$ cat src/integer_to_ascii_formatter_defines.svh
// assertion macros for the integer to ascii formatter
`ifndef INTEGER_TO_ASCII_FORMATTER_DEFINES_SVH
`define INTEGER_TO_ASCII_FORMATTER_DEFINES_SVH

// same-cycle implication, checked out of reset
`define ITAF_ASSERT_NOW(label, clk, rstn, ante, cons, msg) \
    label: assert property (@(posedge clk) disable iff (!(rstn)) (ante) |-> (cons)) \
        else $error(msg);

// next-cycle implication, checked out of reset
`define ITAF_ASSERT_NEXT(label, clk, rstn, ante, cons, msg) \
    label: assert property (@(posedge clk) disable iff (!(rstn)) (ante) |=> (cons)) \
        else $error(msg);

`endif

$ cat src/itaf_pkg.sv
// shared constants, types and helpers of the integer to ascii formatter
`default_nettype none

package itaf_pkg;

    localparam int VALUE_WIDTH    = 32;
    localparam int ADDRESS_DIGITS = 9;
    localparam int IN_WIDTH       = 32;

    localparam int DEC_DIGITS = (VALUE_WIDTH * 302) / 1000 + 1;
    localparam int HEX_DIGITS = (VALUE_WIDTH + 3) / 4;
    localparam int OCT_DIGITS = (VALUE_WIDTH + 2) / 3;
    localparam int ADDR_SLOTS = (HEX_DIGITS > ADDRESS_DIGITS) ? HEX_DIGITS : ADDRESS_DIGITS;
    localparam int NDIG_A     = (DEC_DIGITS > OCT_DIGITS) ? DEC_DIGITS : OCT_DIGITS;
    localparam int NDIG       = (NDIG_A > ADDR_SLOTS) ? NDIG_A : ADDR_SLOTS;
    localparam int CNT_W      = $clog2(NDIG + 1);
    localparam int IDX_W      = (NDIG > 1) ? $clog2(NDIG) : 1;
    localparam int BIT_W      = $clog2(VALUE_WIDTH + 1);

    localparam logic [CNT_W-1:0] CNT_DEC  = CNT_W'(DEC_DIGITS);
    localparam logic [CNT_W-1:0] CNT_HEX  = CNT_W'(HEX_DIGITS);
    localparam logic [CNT_W-1:0] CNT_OCT  = CNT_W'(OCT_DIGITS);
    localparam logic [CNT_W-1:0] CNT_ADDR = CNT_W'(ADDR_SLOTS);
    localparam logic [CNT_W-1:0] CNT_ONE  = CNT_W'(1);
    localparam logic [CNT_W-1:0] MIN_ADDR = CNT_W'(ADDRESS_DIGITS);
    localparam logic [BIT_W-1:0] BITS_ALL = BIT_W'(VALUE_WIDTH);
    localparam logic [BIT_W-1:0] BITS_ONE = BIT_W'(1);

    localparam logic [2:0] KIND_SDEC = 3'd0;
    localparam logic [2:0] KIND_UDEC = 3'd1;
    localparam logic [2:0] KIND_HEXL = 3'd2;
    localparam logic [2:0] KIND_HEXU = 3'd3;
    localparam logic [2:0] KIND_OCT  = 3'd4;
    localparam logic [2:0] KIND_ADDR = 3'd5;

    localparam logic [7:0] ASCII_ZERO       = 8'd48;
    localparam logic [7:0] ASCII_MINUS      = 8'd45;
    localparam logic [7:0] LOWER_HEX_OFFSET = 8'd87;
    localparam logic [7:0] UPPER_HEX_OFFSET = 8'd55;
    localparam logic [3:0] DIGIT_NINE       = 4'd9;
    localparam logic [3:0] BCD_FIVE         = 4'd5;
    localparam logic [3:0] BCD_THREE        = 4'd3;

    typedef enum logic [1:0] {
        ST_IDLE,
        ST_CONV,
        ST_SIGN,
        ST_EMIT
    } state_t;

    typedef logic [NDIG-1:0][3:0] digits_t;

    function automatic logic [7:0] digit_ascii(input logic [3:0] d, input logic upper);
        logic [7:0] off;
        off = upper ? UPPER_HEX_OFFSET : LOWER_HEX_OFFSET;
        return (d > DIGIT_NINE) ? (8'(d) + off) : (8'(d) + ASCII_ZERO);
    endfunction

endpackage

`default_nettype wire

$ cat src/integer_to_ascii_formatter.sv
// integer to ascii formatter: 32-bit value in, one ascii character per output word
// sequence: decimal kinds load, run the double-dabble over all VALUE_WIDTH bits,
// emit a sign word if negative, then scan the digit slots (10); hex scans 8
// slots, address 9 and octal 11, straight after the load; one slot is scanned per
// cycle while the output is free, and a new value is taken only back in idle
// reset: synchronous active-low aresetn returns the sequencer to idle, no word pending
`default_nettype none
`include "integer_to_ascii_formatter_defines.svh"

module integer_to_ascii_formatter
    import itaf_pkg::*;
(
    input  wire logic                aclk,
    input  wire logic                aresetn,
    input  wire logic                s_valid,
    output logic                     s_ready,
    input  wire logic [2:0]          s_kind,
    input  wire logic [IN_WIDTH-1:0] s_value,
    output logic                     m_valid,
    input  wire logic                m_ready,
    output logic [7:0]               m_character,
    output logic                     m_last
);

    state_t               state_reg, state_next;
    digits_t              dig_reg, dig_next;
    logic [VALUE_WIDTH-1:0] bin_reg, bin_next;
    logic [BIT_W-1:0]     bit_cnt_reg, bit_cnt_next;
    logic [CNT_W-1:0]     cnt_reg, cnt_next;
    logic [CNT_W-1:0]     min_reg, min_next;
    logic                 upper_reg, upper_next;
    logic                 neg_reg, neg_next;
    logic                 started_reg, started_next;
    logic                 m_valid_reg, m_valid_next;
    logic [7:0]           m_char_reg, m_char_next;
    logic                 m_last_reg, m_last_next;

    logic                 in_take, out_free;
    logic [VALUE_WIDTH-1:0] v_ext, mag;
    logic                 v_neg;
    logic [OCT_DIGITS*3-1:0] v_oct;
    logic [HEX_DIGITS*4-1:0] v_hex;
    digits_t              oct_slots, hex_slots, dabble;
    logic [3:0]           cur_digit;
    logic                 show_digit;

    assign in_take  = s_valid && s_ready;
    assign out_free = !m_valid_reg || m_ready;

    assign v_ext = VALUE_WIDTH'(s_value);
    assign v_neg = (s_kind == KIND_SDEC) && v_ext[VALUE_WIDTH-1];
    assign mag   = v_neg ? (~v_ext + VALUE_WIDTH'(1)) : v_ext;
    assign v_oct = (OCT_DIGITS*3)'(v_ext);
    assign v_hex = (HEX_DIGITS*4)'(v_ext);

    always_comb begin
        oct_slots = '0;
        hex_slots = '0;
        for (int i = 0; i < OCT_DIGITS; i++) begin
            oct_slots[i] = {1'b0, v_oct[3*i +: 3]};
        end
        for (int i = 0; i < HEX_DIGITS; i++) begin
            hex_slots[i] = v_hex[4*i +: 4];
        end
    end

    // add-3 correction on every bcd digit
    always_comb begin
        for (int i = 0; i < NDIG; i++) begin
            dabble[i] = (dig_reg[i] >= BCD_FIVE) ? (dig_reg[i] + BCD_THREE) : dig_reg[i];
        end
    end

    assign cur_digit  = dig_reg[IDX_W'(cnt_reg - CNT_ONE)];
    assign show_digit = started_reg || (cur_digit != 4'd0) || (cnt_reg <= min_reg);

    // next state
    always_comb begin
        state_next = state_reg;
        unique case (state_reg)
            ST_IDLE: begin
                if (in_take) begin
                    case (s_kind) inside
                        KIND_SDEC, KIND_UDEC:            state_next = ST_CONV;
                        KIND_HEXL, KIND_HEXU, KIND_OCT,
                        KIND_ADDR:                       state_next = ST_EMIT;
                        default:                         state_next = ST_IDLE;
                    endcase
                end
            end
            ST_CONV: begin
                if (bit_cnt_reg == BITS_ONE) begin
                    state_next = neg_reg ? ST_SIGN : ST_EMIT;
                end
            end
            ST_SIGN: begin
                if (out_free) begin
                    state_next = ST_EMIT;
                end
            end
            ST_EMIT: begin
                if (out_free && cnt_reg == CNT_ONE) begin
                    state_next = ST_IDLE;
                end
            end
            default: state_next = ST_IDLE;
        endcase
    end

    // datapath and outputs
    always_comb begin
        dig_next     = dig_reg;
        bin_next     = bin_reg;
        bit_cnt_next = bit_cnt_reg;
        cnt_next     = cnt_reg;
        min_next     = min_reg;
        upper_next   = upper_reg;
        neg_next     = neg_reg;
        started_next = started_reg;
        m_char_next  = m_char_reg;
        m_last_next  = m_last_reg;
        m_valid_next = m_valid_reg && !m_ready;
        unique case (state_reg)
            ST_IDLE: begin
                if (in_take) begin
                    bin_next     = mag;
                    bit_cnt_next = BITS_ALL;
                    neg_next     = v_neg;
                    upper_next   = (s_kind == KIND_HEXU);
                    started_next = 1'b0;
                    min_next     = (s_kind == KIND_ADDR) ? MIN_ADDR : CNT_ONE;
                    case (s_kind) inside
                        KIND_SDEC, KIND_UDEC: begin
                            dig_next = '0;
                            cnt_next = CNT_DEC;
                        end
                        KIND_OCT: begin
                            dig_next = oct_slots;
                            cnt_next = CNT_OCT;
                        end
                        KIND_ADDR: begin
                            dig_next = hex_slots;
                            cnt_next = CNT_ADDR;
                        end
                        default: begin
                            dig_next = hex_slots;
                            cnt_next = CNT_HEX;
                        end
                    endcase
                end
            end
            ST_CONV: begin
                dig_next     = digits_t'({dabble, bin_reg[VALUE_WIDTH-1]});
                bin_next     = bin_reg << 1;
                bit_cnt_next = bit_cnt_reg - BITS_ONE;
            end
            ST_SIGN: begin
                if (out_free) begin
                    m_valid_next = 1'b1;
                    m_char_next  = ASCII_MINUS;
                    m_last_next  = 1'b0;
                end
            end
            ST_EMIT: begin
                if (out_free) begin
                    cnt_next = cnt_reg - CNT_ONE;
                    if (show_digit) begin
                        started_next = 1'b1;
                        m_valid_next = 1'b1;
                        m_char_next  = digit_ascii(cur_digit, upper_reg);
                        m_last_next  = (cnt_reg == CNT_ONE);
                    end
                end
            end
            default: ;
        endcase
    end

    always_ff @(posedge aclk) begin
        if (!aresetn) begin
            state_reg   <= ST_IDLE;
            m_valid_reg <= 1'b0;
        end else begin
            state_reg   <= state_next;
            m_valid_reg <= m_valid_next;
        end
    end

    always_ff @(posedge aclk) begin
        dig_reg     <= dig_next;
        bin_reg     <= bin_next;
        bit_cnt_reg <= bit_cnt_next;
        cnt_reg     <= cnt_next;
        min_reg     <= min_next;
        upper_reg   <= upper_next;
        neg_reg     <= neg_next;
        started_reg <= started_next;
        m_char_reg  <= m_char_next;
        m_last_reg  <= m_last_next;
    end

    assign s_ready     = (state_reg == ST_IDLE);
    assign m_valid     = m_valid_reg;
    assign m_character = m_char_reg;
    assign m_last      = m_last_reg;

    `ITAF_ASSERT_NOW(a_emit_cnt_live, aclk, aresetn, (state_reg == ST_EMIT), (cnt_reg != '0), "digit count empty while emitting")
    `ITAF_ASSERT_NEXT(a_final_is_last, aclk, aresetn, (state_reg == ST_EMIT && out_free && cnt_reg == CNT_ONE), (m_valid_reg && m_last_reg && state_reg == ST_IDLE), "final digit not marked last")
    `ITAF_ASSERT_NEXT(a_conv_no_word, aclk, aresetn, (state_reg == ST_CONV), (!$rose(m_valid_reg)), "word produced during conversion")
    `ITAF_ASSERT_NEXT(a_sign_is_minus, aclk, aresetn, (state_reg == ST_SIGN && out_free), (m_valid_reg && m_char_reg == ASCII_MINUS && !m_last_reg), "sign word wrong")

endmodule

`default_nettype wire

$ cat config.mk
export PLATFORM = sky130hd
export DESIGN_NAME = integer_to_ascii_formatter
export DESIGN_NICKNAME = d
export VERILOG_FILES = /design/src/itaf_pkg.sv /design/src/integer_to_ascii_formatter.sv
export VERILOG_INCLUDE_DIRS = /design/src /design/src/src
export SDC_FILE = /design/constraint.sdc
export NUM_CORES = 1
export LEC_CHECK = 0
export BUFFER_PORTS_ARGS = -buffer_cell sky130_fd_sc_hd__buf_2
export CAP_MARGIN = 30
export CORE_AREA = 4 4 240 125
export CTS_CLUSTER_DIAMETER = 30
export DETAILED_ROUTE_END_ITERATION = 10
export DIE_AREA = 0 0 244 129
export PLACE_DENSITY = 0.37
export SYNTH_ARGS = -nofsm -noshare
export SYNTH_HDL_FRONTEND = slang
export SYNTH_SLANG_ARGS = --single-unit
$ cat constraint.sdc
create_clock -name aclk -period 5.3 [get_ports aclk]
set_input_delay 0.53 -clock aclk [delete_from_list [all_inputs] [get_ports aclk]]
set_output_delay 0.53 -clock aclk [all_outputs]
set_load 0.02 [all_outputs]
# Word level (Yosys, flattened, before mapping)
# Index checks and enable logic that the tools add are counted.
[totals]
wordCells = 147
output_inout_bits = 11
register_bits = 105
in_bits = 39
[op_classes]
magnitude_cmp = 14
muxes = 55
bitwise_logic = 1
addsub = 16
n_reduce_logical = 23
eq_ne = 16
[ops]
columns = ["cell", "n"]
rows = [
  ["44-bit one-hot mux with 2 select lines", 1],
  ["42-bit 2-to-1 mux", 2],
  ["32-bit 2-to-1 mux", 2],
  ["32-bit one-hot mux with 2 select lines", 1],
  ["4-bit 2-to-1 mux", 14],
  ["4-bit by 3-bit >= comparator with 1-bit output, second input constant", 11],
  ["44-bit 2-to-1 mux", 1],
  ["4-bit by 2-bit adder with 4-bit output, second input constant", 10],
  ["32-bit by 1-bit adder with 32-bit output, second input constant", 1],
  ["8-bit 2-to-1 mux", 4],
  ["32-bit NOT", 1],
  ["4-bit binary-select mux with 4-bit select", 1],
  ["2-bit 2-to-1 mux", 8],
  ["8-bit one-hot mux with 2 select lines", 1],
  ["6-bit one-hot mux with 2 select lines", 1],
  ["4-bit AND reduction", 3],
  ["1-bit 2-to-1 mux", 11],
  ["2-bit != test, second input constant", 5],
  ["4-bit by 7-bit adder with 8-bit output", 1],
  ["2-bit one-hot mux with 4 select lines", 1],
  ["4-bit one-hot mux with 2 select lines", 1],
  ["4-bit by 6-bit adder with 7-bit output, second input constant", 1],
  ["7-bit 2-to-1 mux", 1],
  ["3-bit by 2-bit == test with 1-bit output, second input constant", 2],
  ["27 further kinds", 40],
]

# Logic depth before layout (Yosys ltp)
[depth]
depth_word = 9
depth_mapped = 16
mapped_depth_nobuf = 12

# Least setup slack after synthesis
# OpenSTA, ideal clock, no wires.
[synth_path]
path_type = "register to register"
from = "reg state_reg[1]"
to = "reg bin_reg[0] (enable)"
synth_period_minus_slack_ns = 5.563
setup_ns = 0.540
setup_slack_ns = -0.263
arrival_time_ns = 5.024
path_stages_with_launch = 7
required_ns = 4.760
path_buffers = 2
cell_sequence = "dfxtp_1 inv_1 ha_1 clkbuf_1 clkinv_1 clkbuf_1 o21bai_1"
[synth_via]
elab_chain_cells = 4
word_cells_on_any_way = 6
cone_classes = "eq/ne: 2; reduce/logical: 4"
[synth_rtl]
columns = ["element", "line", "source"]
rows = [
  ["start, declared", "integer_to_ascii_formatter.sv:25", "state_t state_reg, state_next;"],
  ["start signal, assigned", "integer_to_ascii_formatter.sv:184", "state_reg <= state_next;"],
  ["2-bit logical NOT", "integer_to_ascii_formatter.sv:123, integer_to_ascii_formatter.sv:202", ""],
  ["1-bit logical AND", "integer_to_ascii_formatter.sv:47", "assign in_take = s_valid && s_ready;"],
  ["2-bit by 1-bit != test with 1-bit output (no source line)", "-", ""],
  ["2-bit AND reduction (no source line) (*)", "-", ""],
  ["end signal, assigned", "integer_to_ascii_formatter.sv:191", "bin_reg <= bin_next;"],
  ["end, declared", "integer_to_ascii_formatter.sv:27", "logic [VALUE_WIDTH-1:0] bin_reg, bin_next;"],
]
# Mark *: on every way between the ends. The rest lies on a longest branch, timed or not.
# A chain may end at the register's enable or synchronous reset.

# Worst setup path after layout
[layout_path]
from = "reg cnt_reg[1]"
to = "reg m_char_reg[0], in the netlist m_character[0], data pin"
[layout_via]
elab_chain_cells = 8
word_cells_on_any_way = 10
cone_classes = "add/sub: 3; order compare: 1; mux: 6"
[layout_rtl]
columns = ["element", "line", "source"]
rows = [
  ["start, declared", "integer_to_ascii_formatter.sv:29", "logic [CNT_W-1:0] cnt_reg, cnt_next;"],
  ["start signal, assigned", "integer_to_ascii_formatter.sv:193", "cnt_reg <= cnt_next;"],
  ["4-bit by 1-bit subtractor with 4-bit output (*)", "integer_to_ascii_formatter.sv:74", "assign cur_digit = dig_reg[IDX_W'(cnt_reg - CNT_ONE)];"],
  ["4-bit binary-select mux with 4-bit select (*)", "integer_to_ascii_formatter.sv:74", ""],
  ["4-bit 2-to-1 mux (implied by the code) (*)", "integer_to_ascii_formatter.sv:74", ""],
  ["4-bit by 7-bit adder with 8-bit output, or another cell as far along", "itaf_pkg.sv:56", "return (d > DIGIT_NINE) ? (8'(d) + off) : (8'(d) + ASCII_ZERO);"],
  ["8-bit 2-to-1 mux (*)", "itaf_pkg.sv:56", ""],
  ["8-bit 2-to-1 mux (*)", "integer_to_ascii_formatter.sv:167", "if (show_digit) begin"],
  ["8-bit 2-to-1 mux (*)", "integer_to_ascii_formatter.sv:165", "if (out_free) begin"],
  ["8-bit one-hot mux with 2 select lines (*)", "integer_to_ascii_formatter.sv:123", "unique case (state_reg)"],
  ["end signal, assigned", "integer_to_ascii_formatter.sv:198", "m_char_reg <= m_char_next;"],
  ["end, declared", "integer_to_ascii_formatter.sv:35", "logic [7:0] m_char_reg, m_char_next;"],
]
# Mark *: on every way between the ends. The rest lies on a longest branch, timed or not. The select of a mux whose other input is x is not followed.

==> reports/qor.csv <==
stage,metric,value,unit
routing,Antenna Violating Nets Remaining,0,
floorplanning,die area,0.0315,mm²
cts,CTS tree,yes,
run_status,status,finished clean,
cts,"Reg clk slew, reported paths",70,ps
hold_path,Worst Hold Class,input port to flip-flop,
floorplanning,Die H,129,µm
routing,WL final,19000,µm
power,part of the power in combinational logic,46.2,%
cts,CTS Root Cell,clkbuf_16,
worst_setup_path,r2r endpoint,m_character[0],
place,routability cong.,0.771,
power,Int Pwr,2570,µW
synth,fraction of registers with async set/reset,0,%
cts,CTS Buffer Depth,2,
cts,CTS resizes,0,
power,switch share,41.2,%
place,IO buf count,48,
worst_setup_path,worst setup path startpoint,cnt_reg[1],
sta,RSZ-0062 raised after global routing,false,
floorplanning,starting density of the core,24.9,%
cts,H-tree Lvls,3,
sta,Worst slew margin,39.2,%
floorplanning,Core ar.,0.0275,mm²
synth,Main synth FF type,edfxtp_1,
sta,clock period minus worst slack,3730,ps
synth,Synth cell types,75,
routing,total vias in the final route,5051,
global_routing,vias in the first global route,4931,
final_layout,Largest register FFs,44,
cts,post-CTS setup buffer count,0,
synth,Syn Area/Cell,10.1,µm²
synth,Yosys reg bits,101,
cts,total CTS buffers,9,
power,Net Sw Power,1800,µW
run,MaxCap Viol Count,0,
sta,worst-margin pin slew,910,ps
worst_setup_path,WP data required,5410,ps
synth,Syn Nets,752,
worst_setup_path,Critical Path AT,3840,ps
worst_setup_path,CP Class,flip-flop to flip-flop,
synth,Ys Warns,0,
worst_setup_path,Startpoint Class,flip-flop,
floorplanning,Die W,244,µm
routing,post-DR vias/cell,4.59,
global_routing,GR Overflow Total,0,
sta,max-slew violations,0,
sta,final setup violation count,0,
place,Post-DP Area,0.00749,mm²
worst_setup_path,Critical Path Fanout Max,14,
power,worst vdd ir,0.000198,V
worst_setup_path,r2r worst-path depth,10,
power,Lkg Pwr,0.00273,µW
sta,TNS Setup,0,ps
global_routing,global-route wire length before repair,29900,µm
worst_setup_path,Critical Path Sink,m_character[0],
worst_setup_path,Reg2Reg Launch Point,cnt_reg[1],
cts,cts hold-fix bufs,0,
sta,Final Hold Fails,0,
power,Power Density,560,mW/mm²
synth,post-synthesis sequential area ratio,43.9,%
final_layout,"commonest cells after routing, fill and taps aside","98 x edfxtp_1, 68 x nand2_1, 66 x o21ai_0",
synth,Syn Inst Count,678,
cts,CTS sink cnt,101,
final_layout,"commonest non-fill, non-tap cell in the layout",edfxtp_1,
place,post-detail-place hpwl,13300,µm
final_layout,Syn-to-layout area delta,13.9,%
floorplanning,Rows,43,
global_routing,antenna violations before repair,2,
cts,Worst-Skew Late Latency,360,ps
routing,DRT iter0 DRCs,330,
final_layout,post-route cell area,0.00780,mm²
final_layout,nets@finish,786,
sta,Final period util,70.4,%
floorplanning,Ports,50,
global_routing,largest net degree at the start of global routing,81,
routing,post-detailed-route wirelength per cell,17.2,µm
synth,cell area after synthesis,0.00685,mm²
sta,Fin Clk Skew,7.90,ps
final_layout,layout cells sized above 1,16.0,%
worst_setup_path,Worst Setup End Kind,flip-flop,
global_routing,GRT Total Usage,12.4,%
routing,DRC viols,0,
sta,Peak Freq,0.268,GHz
power,Seq pwr share,37.9,%
routing,drt first pass iters,4,
power,Clock Power Share,16.0,%
synth,"EDFF count, synth",98,
worst_setup_path,r2r setup slk,1570,ps
-- critical path: stages (launching register included) --
cell and delay, ps:
edfxtp_1 420, inv_1 80, ha_1 660, mux4_2 570, mux2_2 310, a21oi_2 330
inv_1 80, ha_1 170, or2_2 320, a21o_1 220, mux2_1 310
-- synth_stat cells, types with 3 or more instances --
cell	count	share of area [%]
ha_1	35	6.4
a31oi_1	5	0.46
mux2i_1	24	3.5
nor3_1	9	0.66
inv_1	44	2.4
nor3b_1	14	1.5
a21oi_1	43	3.1
a211oi_1	6	0.66
or4_1	3	0.33
o21ai_0	67	4.9
buf_1	4	0.22
buf_2	5	0.37
a21oi_2	3	0.38
o22ai_1	15	1.4
nor4_1	3	0.27
mux2_2	9	1.5
nand2_1	68	3.7
nand3_1	10	0.73
dfxtp_1	3	0.88
buf_4	3	0.33
edfxtp_1	98	43
and2_1	4	0.37
xnor2_1	28	3.6
a22oi_1	3	0.33
o31ai_1	5	0.55
o21ai_1	9	0.66
a21o_1	4	0.44
nor2b_1	5	0.46
clkbuf_1	18	0.99
nor2_1	39	2.1
nand4_1	3	0.27
xor2_1	17	2.2
a21boi_0	3	0.33
mux4_2	8	2.6
nand2b_1	16	1.5
-- worst min path at each step --
stage | start | to | slack (ps) | cells after the start
2_1_floorplan | state_reg[0] | state_reg[0] | 480 | 2
3_3_place_gp | bin_reg[9] | bin_reg[10] | 510 | 2
3_5_place_dp | state_reg[0] | state_reg[0] | 520 | 2
4_1_cts | aresetn | state_reg[1] | 400 | 2
5_1_grt | aresetn | state_reg[0] | 430 | 2
6_report | aresetn | state_reg[1] | 420 | 2
-- metrics by stage --
| stage | hold WS, ps | total power, µW | instances | worst slack, ps | util [%] |
|---|---|---|---|---|---|
| floorplan | 478 | 3160 | 678 | 1470 | - |
| global placement | 511 | 3700 | 1082 | 1660 | 27.1 |
| detailed placement | 517 | 3710 | 1083 | 1550 | 27.2 |
| CTS | 398 | 4440 | 1099 | 1530 | 28.3 |
| global route | 430 | 4770 | 1101 | 1320 | 28.3 |
| finish | 418 | 4370 | 1101 | 1570 | 28.3 |
-- power by group through the flow --
stage | combinational, µW | clock, µW | sequential, µW
2_1_floorplan | 1570 | 0 | 1590
3_3_place_gp | 2010 | 0 | 1690
3_5_place_dp | 2030 | 0 | 1680
4_1_cts | 2050 | 731 | 1660
5_1_grt | 2300 | 766 | 1710
6_report | 2020 | 697 | 1650
-- routing by layer --
metal / up-vias / share of wire [%] / GRT usage, %
met3: 17 / 2.8 / 2.77
met4: 0 / 1.5 / 3.47
li1: 2530 / - / -
met1: 2446 / 52 / 17.8
met2: 58 / 43 / 18.7
met5: - / 0 / 0
-- final cells by class --
| cell class | instances | area (µm²) |
|---|---|---|
| fill | 2951 | 19700 |
| multi-input combinational | 500 | 3540 |
| sequential | 101 | 3000 |
| tap | 382 | 478 |
| timing repair buffer | 55 | 305 |
| clock buffer | 9 | 225 |
| inverter | 45 | 169 |
| clock inverter | 7 | 75.1 |
| antenna | 2 | 5.00 |
-- logic make-up after synthesis --
kind of cell,Yosys count,share of synthesized area (%)
AO/OA/AOI/OAI,182,16.0
XOR/XNOR,46,6.00
adder cells (fa/ha/maj),35,6.40
buffers and inverters,77,4.73
flip-flops,101,43.9
multiplexers,43,8.01
other,1,0.0548
AND/OR/NAND/NOR,193,14.9
(Power assumes the default switching activity.)
